[config.mk]
export PLATFORM = sky130hd
export DESIGN_NAME = occupancy_grid_voxel_extruder
export DESIGN_NICKNAME = d
export VERILOG_FILES = /design/src/rtl/core/ogve_pkg.sv /design/src/rtl/core/ogve_cfg_regs.sv /design/src/rtl/core/ogve_scan.sv /design/src/rtl/core/ogve_layer.sv /design/src/rtl/core/occupancy_grid_voxel_extruder.sv
export VERILOG_INCLUDE_DIRS = /design/src /design/src/rtl/core
export SDC_FILE = /design/constraint.sdc
export NUM_CORES = 2
export LEC_CHECK = 0
export ABC_AREA = 1
export BUFFER_PORTS_ARGS = -buffer_cell sky130_fd_sc_hd__buf_4
export CAP_MARGIN = 10
export CORE_ASPECT_RATIO = 1.5
export CORE_MARGIN = 10
export CORE_UTILIZATION = 45
export CTS_CLUSTER_SIZE = 16
export DETAILED_ROUTE_END_ITERATION = 8
export PLACE_DENSITY = 0.69
export SYNTH_ARGS = -nofsm -noshare
export SYNTH_HDL_FRONTEND = slang
export SYNTH_SLANG_ARGS = --single-unit
[constraint.sdc]
create_clock -name clk -period 13.4 [get_ports clk]
set_input_delay 0.67 -clock clk [delete_from_list [all_inputs] [get_ports clk]]
set_output_delay 0.67 -clock clk [all_outputs]
set_load 0.01 [all_outputs]
[src/rtl/core/assert_macros.svh]
// assertion macros shared by the rtl
`ifndef ASSERT_MACROS_SVH
`define ASSERT_MACROS_SVH
`ifndef SYNTHESIS
// antecedent and consequent in the same cycle
`define ASSERT_SAME_CYCLE(lbl, clk, rst, ante, cons) \
  lbl: assert property (@(posedge clk) disable iff (rst) (ante) |-> (cons)) \
    else $error("same-cycle check failed");
// consequent in the cycle after the antecedent
`define ASSERT_NEXT_CYCLE(lbl, clk, rst, ante, cons) \
  lbl: assert property (@(posedge clk) disable iff (rst) (ante) |=> (cons)) \
    else $error("next-cycle check failed");
`else
`define ASSERT_SAME_CYCLE(lbl, clk, rst, ante, cons)
`define ASSERT_NEXT_CYCLE(lbl, clk, rst, ante, cons)
`endif
`endif

[src/rtl/core/ogve_pkg.sv]
// shared types, register codes and helpers for the voxel extruder
`timescale 1ns / 1ps
package ogve_pkg;

  localparam int unsigned MAX_LAYERS    = 64;
  localparam int unsigned MAX_GRID_SIDE = 4096;

  localparam int COORD_W    = $clog2(MAX_GRID_SIDE);
  localparam int LAYER_W    = $clog2(MAX_LAYERS);
  localparam int ROWS_W     = 13;
  localparam int CELL_W     = 20;
  localparam int POS_W      = 32;
  localparam int CFG_IDX_W  = 3;
  localparam int CFG_DATA_W = 32;

  typedef enum logic [CFG_IDX_W-1:0] {
    REG_OCCUPIED_THRESHOLD,
    REG_UNKNOWN_IS_OBSTACLE,
    REG_GRID_ROWS,
    REG_ORIGIN_X,
    REG_ORIGIN_Y,
    REG_CELL_SIZE,
    REG_LAYER_COUNT
  } cfg_reg_t;

  typedef struct packed {
    logic signed [7:0]       occupied_threshold;
    logic                    unknown_is_obstacle;
    logic [ROWS_W-1:0]       grid_rows;
    logic signed [POS_W-1:0] origin_x;
    logic signed [POS_W-1:0] origin_y;
    logic [CELL_W-1:0]       cell_size;
    logic [6:0]              layer_count;
  } cfg_t;

  typedef struct packed {
    logic [COORD_W-1:0] column;
    logic [COORD_W-1:0] row;
  } cell_pos_t;

  // index of the top layer, count clamped to 1..MAX_LAYERS
  function automatic logic [LAYER_W-1:0] last_layer_index(input logic [6:0] count);
    logic [LAYER_W-1:0] idx;
    if (count == 7'd0) begin
      idx = '0;
    end else if (count > 7'(MAX_LAYERS)) begin
      idx = LAYER_W'(MAX_LAYERS - 1);
    end else begin
      idx = LAYER_W'(count - 7'd1);
    end
    return idx;
  endfunction

  // effective row count, clamped to 1..MAX_GRID_SIDE
  function automatic logic [ROWS_W-1:0] rows_clamped(input logic [ROWS_W-1:0] rows);
    logic [ROWS_W-1:0] r;
    if (rows == '0) begin
      r = ROWS_W'(1);
    end else if (rows > ROWS_W'(MAX_GRID_SIDE)) begin
      r = ROWS_W'(MAX_GRID_SIDE);
    end else begin
      r = rows;
    end
    return r;
  endfunction

endpackage

[src/rtl/core/ogve_cfg_regs.sv]
// configuration register file
`timescale 1ns / 1ps
module ogve_cfg_regs import ogve_pkg::*; (
  input  logic                  clk,
  input  logic                  rst,
  input  logic                  cfg_valid,
  output logic                  cfg_ready,
  input  logic [CFG_IDX_W-1:0]  cfg_index,
  input  logic [CFG_DATA_W-1:0] cfg_data,
  output cfg_t                  cfg
);

  assign cfg_ready = 1'b1;

  always_ff @(posedge clk) begin
    if (rst) begin
      cfg.occupied_threshold  <= 8'sd50;
      cfg.unknown_is_obstacle <= 1'b0;
      cfg.grid_rows           <= ROWS_W'(MAX_GRID_SIDE);
      cfg.origin_x            <= '0;
      cfg.origin_y            <= '0;
      cfg.cell_size           <= CELL_W'(3277);
      cfg.layer_count         <= 7'd1;
    end else if (cfg_valid && cfg_ready) begin
      case (cfg_reg_t'(cfg_index))
        REG_OCCUPIED_THRESHOLD:  cfg.occupied_threshold  <= $signed(cfg_data[7:0]);
        REG_UNKNOWN_IS_OBSTACLE: cfg.unknown_is_obstacle <= cfg_data[0];
        REG_GRID_ROWS:           cfg.grid_rows           <= cfg_data[ROWS_W-1:0];
        REG_ORIGIN_X:            cfg.origin_x            <= $signed(cfg_data[POS_W-1:0]);
        REG_ORIGIN_Y:            cfg.origin_y            <= $signed(cfg_data[POS_W-1:0]);
        REG_CELL_SIZE:           cfg.cell_size           <= cfg_data[CELL_W-1:0];
        REG_LAYER_COUNT:         cfg.layer_count         <= cfg_data[6:0];
        default: ;
      endcase
    end
  end

endmodule

[src/rtl/core/ogve_scan.sv]
// scan position tracking, obstacle test and input register
`timescale 1ns / 1ps
module ogve_scan import ogve_pkg::*; (
  input  logic              clk,
  input  logic              rst,
  input  cfg_t              cfg,
  input  logic              in_valid,
  output logic              in_ready,
  input  logic signed [7:0] cell_value,
  input  logic              scan_start,
  input  logic              a_take,
  output logic              a_valid,
  output cell_pos_t         a_pos
);

  logic [COORD_W-1:0] column_index;
  logic [COORD_W-1:0] row_index;
  logic [COORD_W-1:0] col_cur;
  logic [COORD_W-1:0] row_cur;
  logic [ROWS_W-1:0]  rows_eff;
  logic               row_wrap;
  logic               obstacle;
  logic               accept;

  assign col_cur  = scan_start ? '0 : column_index;
  assign row_cur  = scan_start ? '0 : row_index;
  assign rows_eff = rows_clamped(cfg.grid_rows);
  // wrap also catches a row already past a lowered count
  assign row_wrap = ({1'b0, row_cur} + ROWS_W'(1)) >= rows_eff;
  assign obstacle = (cell_value >= cfg.occupied_threshold) ||
                    (cfg.unknown_is_obstacle && cell_value[7]);

  assign in_ready = !a_valid || a_take;
  assign accept   = in_valid && in_ready;

  always_ff @(posedge clk) begin
    if (rst) begin
      column_index <= '0;
      row_index    <= '0;
      a_valid      <= 1'b0;
    end else begin
      if (accept) begin
        if (row_wrap) begin
          row_index    <= '0;
          column_index <= col_cur + COORD_W'(1);
        end else begin
          row_index    <= row_cur + COORD_W'(1);
          column_index <= col_cur;
        end
      end
      if (accept && obstacle) begin
        a_valid <= 1'b1;
      end else if (a_take) begin
        a_valid <= 1'b0;
      end
    end
  end

  always_ff @(posedge clk) begin
    if (accept && obstacle) begin
      a_pos.column <= col_cur;
      a_pos.row    <= row_cur;
    end
  end

endmodule

[src/rtl/core/ogve_layer.sv]
// centre computation and per-layer result register
`timescale 1ns / 1ps
module ogve_layer import ogve_pkg::*; (
  input  logic                    clk,
  input  logic                    rst,
  input  cfg_t                    cfg,
  input  logic                    a_valid,
  input  cell_pos_t               a_pos,
  output logic                    a_take,
  output logic                    out_valid,
  input  logic                    out_ready,
  output logic signed [POS_W-1:0] center_x,
  output logic signed [POS_W-1:0] center_y,
  output logic signed [POS_W-1:0] center_z,
  output logic [COORD_W-1:0]      cell_column,
  output logic [COORD_W-1:0]      cell_row,
  output logic                    last_layer
);

  logic [POS_W-1:0]   col_off;
  logic [POS_W-1:0]   row_off;
  logic [POS_W-1:0]   half;
  logic [POS_W-1:0]   cx;
  logic [POS_W-1:0]   cy;
  logic [POS_W-1:0]   cz;
  logic [LAYER_W-1:0] layer;
  logic [LAYER_W-1:0] last_idx;
  logic               emit_done;
  logic               step;

  assign col_off  = POS_W'(a_pos.column) * POS_W'(cfg.cell_size);
  assign row_off  = POS_W'(a_pos.row) * POS_W'(cfg.cell_size);
  assign half     = POS_W'(cfg.cell_size >> 1);
  assign last_idx = last_layer_index(cfg.layer_count);

  assign last_layer = (layer == last_idx);
  assign emit_done  = out_valid && out_ready && last_layer;
  assign step       = out_valid && out_ready && !last_layer;
  assign a_take     = a_valid && (!out_valid || emit_done);

  always_ff @(posedge clk) begin
    if (rst) begin
      out_valid <= 1'b0;
    end else if (a_take) begin
      out_valid <= 1'b1;
    end else if (emit_done) begin
      out_valid <= 1'b0;
    end
  end

  always_ff @(posedge clk) begin
    if (a_take) begin
      cx          <= $unsigned(cfg.origin_x) + col_off + half;
      cy          <= $unsigned(cfg.origin_y) + row_off + half;
      cz          <= half;
      layer       <= '0;
      cell_column <= a_pos.column;
      cell_row    <= a_pos.row;
    end else if (step) begin
      cz    <= cz + POS_W'(cfg.cell_size);
      layer <= layer + LAYER_W'(1);
    end
  end

  assign center_x = $signed(cx);
  assign center_y = $signed(cy);
  assign center_z = $signed(cz);

endmodule

[src/rtl/core/occupancy_grid_voxel_extruder.sv]
// top level of the occupancy grid voxel extruder
// Occupancy cells come in column by column, rows inner, one request per cell;
// the row wraps at grid_rows and scan_start puts a cell back at column 0,
// row 0. Free cells produce nothing and are taken at one per cycle unless
// a cell waits in the input register. An obstacle cell produces layer_count
// (1 to 64) box centres in signed Q16.16, lowest layer first, last_layer on
// the top one, one per cycle from the result register while out_ready is
// high; it holds that register until its top centre leaves, so layer_count
// sets the sustained rate. A one-deep input register ahead of the result
// register lets the next cell be taken while a finished centre waits on
// out_ready; an obstacle cell passes the input, then the result register.
// The config port always answers ready and is meant to be written while idle.
`timescale 1ns / 1ps
module occupancy_grid_voxel_extruder import ogve_pkg::*; (
  input  logic                    clk,
  input  logic                    rst,
  // configuration writes
  input  logic                    cfg_valid,
  output logic                    cfg_ready,
  input  logic [CFG_IDX_W-1:0]    cfg_index,
  input  logic [CFG_DATA_W-1:0]   cfg_data,
  // cell requests
  input  logic                    in_valid,
  output logic                    in_ready,
  input  logic signed [7:0]       cell_value,
  input  logic                    scan_start,
  // box centre results
  output logic                    out_valid,
  input  logic                    out_ready,
  output logic signed [POS_W-1:0] center_x,
  output logic signed [POS_W-1:0] center_y,
  output logic signed [POS_W-1:0] center_z,
  output logic [COORD_W-1:0]      cell_column,
  output logic [COORD_W-1:0]      cell_row,
  output logic                    last_layer
);

`include "assert_macros.svh"

  cfg_t      cfg;
  logic      a_valid;
  logic      a_take;
  cell_pos_t a_pos;

  // register file
  ogve_cfg_regs u_cfg (
    .clk       (clk),
    .rst       (rst),
    .cfg_valid (cfg_valid),
    .cfg_ready (cfg_ready),
    .cfg_index (cfg_index),
    .cfg_data  (cfg_data),
    .cfg       (cfg)
  );

  // position counters, obstacle test, input register
  ogve_scan u_scan (
    .clk        (clk),
    .rst        (rst),
    .cfg        (cfg),
    .in_valid   (in_valid),
    .in_ready   (in_ready),
    .cell_value (cell_value),
    .scan_start (scan_start),
    .a_take     (a_take),
    .a_valid    (a_valid),
    .a_pos      (a_pos)
  );

  // centre arithmetic and layer stepping in the result register
  ogve_layer u_layer (
    .clk         (clk),
    .rst         (rst),
    .cfg         (cfg),
    .a_valid     (a_valid),
    .a_pos       (a_pos),
    .a_take      (a_take),
    .out_valid   (out_valid),
    .out_ready   (out_ready),
    .center_x    (center_x),
    .center_y    (center_y),
    .center_z    (center_z),
    .cell_column (cell_column),
    .cell_row    (cell_row),
    .last_layer  (last_layer)
  );

  // a taken non-top layer is always followed by another layer
  `ASSERT_NEXT_CYCLE(a_more_layers, clk, rst, out_valid && out_ready && !last_layer, out_valid)
  // a queued cell moves into an empty result register at once
  `ASSERT_NEXT_CYCLE(a_queue_drains, clk, rst, a_valid && !out_valid, out_valid)
  // mid-cell with a cell queued, no further request is taken
  `ASSERT_SAME_CYCLE(a_hold_input, clk, rst, a_valid && out_valid && !last_layer, !in_ready)
  // top layer leaves with nothing queued: result register empties
  `ASSERT_NEXT_CYCLE(a_drain_empty, clk, rst,
                     out_valid && out_ready && last_layer && !a_valid, !out_valid)

endmodule
# After elaboration in Yosys (flattened, before gate mapping)
# Index checks and enable logic that the tools add are counted.
# W data, S select, Z words.
# word_totals
reg_bits	289
inputBits	49
output_inout_bits	124
word_cells	83
# classes
n_addsub	10
mul	2
order_cmp	4
n_eq_ne	7
mux	14
n_reduce_logical	26
# op_table
cell	count
$add A32 B19 Y32	2
$add A32 B32 Y32	2
$mul A12 B20 Y32	2
$mux W12	4
$mux W19	2
$add A32 B20 Y32	1
$mux W13	2
$add A12 B1 Y12 const B	2
$reduce_and A2 Y1	7
$add A12 B1 Y13 const B	1
$ge A13 B13 Y1	1
$gt A13 B13 Y1 const B	1
$logic_not A13 Y1	1
$mux W6	2
$eq A3 B3 Y1 const B	3
$ge A8 B8 Y1	1
$gt A7 B7 Y1 const B	1
$logic_and A1 B1 Y1	7
$logic_not A7 Y1	1
$add A6 B1 Y6 const B	1
$eq A3 B2 Y1 const B	2
$eq A6 B6 Y1	1
$reduce_bool A2 Y1	3
$sub A6 B1 Y6 const B	1
other kinds (5)	12

# Logic depth before layout (Yosys ltp)
# logic_depth
word_depth	11
depth_mapped	28
mapped_depth_nobuf	26

# Cells and area by module
# From an unflattened synthesis, not the netlist that was laid out.
# unflattened
hier_cells	4223
area_unflattened_um2	32745.2
# by_module_without_submodules
module	instances	cells_each	area_per_inst_um2	seq_area_each_um2
ogve_layer	1	3151	25070.3	3613.5
ogve_cfg_regs	1	653	4538.1	2262.2
ogve_scan	1	419	3136.8	1221.2

# Least setup slack after synthesis
# OpenSTA, ideal clock, no wires.
# synth_timing
kind	register -> register
from	register u_cfg.cfg[25] (netlist name)
to	register u_layer.cy[26] (netlist: u_layer.center_y[26]), data pin
setup_time_ns	0.252
arrival_ns	5.511
t_required_ns	13.148
path_slack_ns	7.637
path_stages_with_launch	24
path_buffers	2
synth_period_minus_slack_ns	5.763
path_cell_list	dfxtp_1 > clkbuf_1 > clkbuf_1 > nand2_1 > fa_1 > inv_1 > fa_1 > fa_1 > fa_1 > fa_1 > inv_1 > fa_1 > inv_1 > ha_1 > nand2_1 > nor2_1 > inv_1 > nor2_1 > inv_1 > o21bai_1 > a21oi_1 > or2_2 > nand3_1 > nand2_1
# synth_between
elab_chain_cells	3
# synth_rtl
item	line_no	rtl
$mul A12 B20 Y32	ogve_layer.sv:32	assign row_off = POS_W'(a_pos.row) * POS_W'(cfg.cell_size);
$add A32 B32 Y32	ogve_layer.sv:54	cy <= $unsigned(cfg.origin_y) + row_off + half;
$add A32 B19 Y32 *	ogve_layer.sv:54	
to (signal assigned)	ogve_layer.sv:54	
to (decl)	ogve_layer.sv:24	logic [POS_W-1:0] cy;
# Mark *: on every way between the ends. The rest lies on a longest branch, timed or not.
# A chain may end at the register's enable or synchronous reset.

# Worst setup path after layout
# layout_timing
from	register u_cfg.cfg[14] (netlist name)
to	register u_layer.cx[23] (netlist: u_layer.center_x[23]), data pin
# layout_between
elab_chain_cells	3
# layout_rtl
item	line_no	rtl
$mul A12 B20 Y32	ogve_layer.sv:31	assign col_off = POS_W'(a_pos.column) * POS_W'(cfg.cell_size);
$add A32 B32 Y32	ogve_layer.sv:53	cx <= $unsigned(cfg.origin_x) + col_off + half;
$add A32 B19 Y32 *	ogve_layer.sv:53	
to (signal assigned)	ogve_layer.sv:53	
to (decl)	ogve_layer.sv:23	logic [POS_W-1:0] cx;
# Marks and branches as above.

==> results by group <==
Status
  • Outcome: complete, no violations

CTS
  • Post-CTS Resized: 0
  • CTS clock-pin slew for the worst setup and hold paths: 70 ps
  • Cts bufs inserted: 35
  • Post CTS Setup Buffer Count: 0
  • Max clock buf depth: 3
  • Clock sink count: 289
  • H-tree Lvls: 2
  • CTS root buf: clkbuf_16
  • CTS tree: built
  • Hold buffers post-CTS: 0
  • Worst-Skew Late Latency: 570 ps

Finish
  • Share of cells above drive strength 1: 0.0774
  • Storage cell area: approximately 7000 um^2
  • Fillers: about 6700
  • Area Growth Syn to Fin: 9.88%
  • Multi-input gate area: roughly 20000 um^2
  • Nets: around 4700

Worst setup path
  • Critical path launch point: u_cfg.cfg[14]$_SDFFE_PP1P_
  • Crit. End Element: flip-flop
  • Worst setup path end: u_layer.center_x[23]$_DFFE_PP_
  • Buf/Inv on CP: 4
  • Startpoint Class: flip-flop
  • Crit-path cells: nand2_1 > fa_1 > fa_1 > fa_1 > inv_1 > fa_1 > fa_1 > inv_1 > fa_1 > inv_1 > ha_1 > nand2_1 > inv_1 > a21oi_1 > a21boi_0 > o21ai_0 > nand2_1 > nand2_1 > a21oi_1 > xnor2_1
  • R2R Path Start: u_cfg.cfg[14]$_SDFFE_PP1P_
  • Critical Path RT: between 10000 and 15000 ps
  • Reg2reg path depth: 20
  • Most common cell on crit path: fa_1
  • Worst reg2reg setup slack: a little under 7000 ps
  • Worst reg2reg endpoint: u_layer.center_x[23]$_DFFE_PP_
  • Crit. path cell count: 20
  • CP max FO: 26
  • Critical path arrival: 6920 ps
  • Crit Path Class: reg -> reg
  • Crit path largest cell delay: 1140 ps
  • Crit-path leading delay family: adder cells
  • Worst path slowest cell: dfxtp_1

Die
  • Die Y: approximately 350 um
  • Cell row count: roughly 120
  • Core Region: between 70000 and 80000 um^2
  • Die Wd: 237 um
  • Initial Util: 0.452
  • Die ar.: approximately 82000 um^2
  • Number of I/O pins: around 170

Detailed routing
  • 1st-iter DRT viols: 1818
  • DR pass1 iterations: 5
  • DRT Wirelength: 90900 um
  • Routed Antenna Nets: 0
  • Via count: between 20000 and 30000
  • Residual DRC: 0
  • Wire per inst: between 15 and 20 um
  • Vias per cell: roughly 5

Place
  • GPL Wtd Cong: about 0.9
  • Place WS: between 6000 and 7000 ps
  • Port buffer count: approximately 170
  • Final HPWL DP: ~72000 um

Synth
  • Synth Warn #: 0
  • Syn Nets: about 4600
  • Asr flop ratio synth: 0
  • Average size of a mapped cell: 8.13 um^2
  • Cell Area, Synth: 31700 um^2
  • Unique masters post-synth: between 40 and 50
  • FF+latch count, synth: roughly 290
  • Post-synthesis sequential area ratio: 0.224
  • Mapped Cells: between 3000 and 4000
  • Ys flop type: dfxtp_1
  • Post-synth EDFFs: 131

Timing
  • F_max: about 0.15 GHz
  • Slew margin rel.: 0.151
  • RSZ-0062 raised after global routing: false
  • Final max-slew violation count: 0
  • Skew final: 21.4 ps
  • Final worst slack: a little under 7000 ps
  • Worst-margin pin slew: between 1000 and 1500 ps
  • Final hold vios: 0
  • Tightest hold margin: approximately 300 ps
  • Setup TNS: 0 ps
  • Fin crit period: approximately 6600 ps
  • Period utilisation layout: 0.492
  • Final Setup Violations: 0

Run
  • Max Cap Viol: 0

Hold path
  • Hold crit path type: in -> reg
  • Hold path cells: 2

Power and ir drop
  • Pwr/cell area: approximately 180 nW/um^2
  • Leak: 0.0185 uW
  • Max IR drop VDD: ~230 uV

Global route
  • GRT Util Overall: 0.223
  • Global-route wire length before repair: ~150000 um
  • Largest net degree at the start of global routing: 86
  • Global route overflow: 0
  • Initial antenna violation count: 3
  • Vias in the first global route: about 27000
-- cell usage in the layout (no fill, tap or decap), types with 13 or more instances in the layout --
cell type / Yosys / layout
o21ai_2: 16 / 16
o211ai_1: 13 / 13
fa_1: 453 / 453
dfxtp_1: 158 / 158
a21oi_1: 186 / 186
edfxtp_1: 131 / 131
nor2_1: 252 / 251
xnor2_1: 29 / 29
inv_1: 954 / 953
nand2_1: 851 / 851
nand3_1: 87 / 87
nand3b_1: 16 / 16
buf_4: 3 / 204
clkbuf_16: 0 / 38
ha_1: 218 / 218
xor2_1: 80 / 80
nand4_1: 22 / 22
o21ai_0: 166 / 166
nor3_1: 20 / 19
-- where the power goes --
part	internal [uW]	switching, uW
Combinational	1500	2530
Sequential	1210	87.1
Clock	564	422
-- how the worst min path moves through the flow --
stage                                     start                          endpoint  slack (ps)
finish                                      rst    u_layer.out_valid$_SDFFE_PP0P_         310
global route                                rst    u_layer.out_valid$_SDFFE_PP0P_         290
detailed placement   u_scan.a_pos[21]$_DFFE_PP_  u_layer.cell_column[9]$_DFFE_PP_         440
CTS                                         rst    u_layer.out_valid$_SDFFE_PP0P_         280
global placement     u_scan.a_pos[21]$_DFFE_PP_  u_layer.cell_column[9]$_DFFE_PP_         440
floorplan           u_cfg.cfg[112]$_SDFFE_PP0P_       u_cfg.cfg[112]$_SDFFE_PP0P_         430
-- cell families after synthesis --
logic type | count (synthesis) | share of synthesized area
other cells | 1 | 0.000118
xor+xnor | 109 | 0.0301
compound gates | 430 | 0.0745
buf+inv | 1122 | 0.136
flops | 289 | 0.224
simple gates | 1280 | 0.164
fa+ha+maj | 671 | 0.372
-- Yosys cell counts (3+ instances only) --
cell / instances / area share
a21boi_0: 3 / 0.00071
a21o_1: 7 / 0.0017
a21oi_1: 186 / 0.029
a31o_2: 3 / 0.00083
a31oi_1: 6 / 0.0012
buf_2: 6 / 0.00095
buf_4: 3 / 0.00071
buf_6: 8 / 0.0028
clkbuf_1: 145 / 0.017
dfxtp_1: 158 / 0.10
edfxtp_1: 131 / 0.12
fa_1: 453 / 0.29
ha_1: 218 / 0.086
inv_1: 954 / 0.11
inv_2: 3 / 0.00035
nand2_1: 851 / 0.10
nand2_2: 7 / 0.0014
nand2_4: 5 / 0.0018
nand3_1: 87 / 0.014
nand3b_1: 16 / 0.0038
nand4_1: 22 / 0.0043
nor2_1: 252 / 0.030
nor3_1: 20 / 0.0032
nor4_1: 8 / 0.0016
o211ai_1: 13 / 0.0031
o21a_1: 7 / 0.0017
o21ai_0: 166 / 0.026
o21ai_1: 3 / 0.00047
o21ai_2: 16 / 0.0044
o21bai_1: 9 / 0.0021
o221ai_1: 4 / 0.0011
xnor2_1: 29 / 0.0080
xor2_1: 80 / 0.022
-- per-stage QoR --
stage	total power [uW]	area [um^2]	instances	util
after global placement	5300	33700	4849	0.480
after CTS	6350	34900	4913	0.497
after detailed placement	5290	33700	4849	0.480
after global routing	6950	34900	4913	0.497
final	6310	34900	4914	0.497
after floorplan	4150	31700	3902	-
-- flip-flops by register name (all words and copies together), names as in the netlist --
name,flops
u_layer.center_y,32
u_layer.cell_row,12
u_layer.center_z,32
u_scan.column_index,12
u_cfg.cfg,113
u_scan.a_pos,24
u_layer.layer,6
u_layer.cell_column,12
u_layer.out_valid,1
u_scan.a_valid,1
u_layer.center_x,32
u_scan.row_index,12
-- area by class of cell --
cell class,count,share of cell area
Antenna cell,1,0.0000718
Clock buffer,48,0.0295
Clock inverter,16,0.00406
Inverter,958,0.103
Multi-Input combinational cell,2491,0.583
Sequential cell,289,0.204
Tap cell,907,0.0326
Timing Repair Buffer,204,0.0439
-- worst reg2reg max path, stage by stage (launching register included) --
cell and delay, ps:
dfxtp_1 1140, nand2_1 210, fa_1 640, fa_1 470, fa_1 550, inv_1 50
fa_1 450, fa_1 490, inv_1 50, fa_1 480, inv_1 40, ha_1 320
nand2_1 150, inv_1 80, a21oi_1 140, a21boi_0 390, o21ai_0 220, nand2_1 100
nand2_1 90, a21oi_1 200, xnor2_1 90
-- layer usage --
| metal | wire [um] | up-vias | share of wire | global-route usage |
|---|---|---|---|---|
| met5 | 0 | - | 0 | 0 |
| met4 | 3120 | 0 | 0.034 | 0.0741 |
| met3 | 5970 | 182 | 0.066 | 0.0302 |
| met2 | 46100 | 892 | 0.51 | 0.398 |
| met1 | 35700 | 12408 | 0.39 | 0.271 |
| li1 | - | 11840 | - | - |
Note: power is estimated with default switching activity, not from simulation.
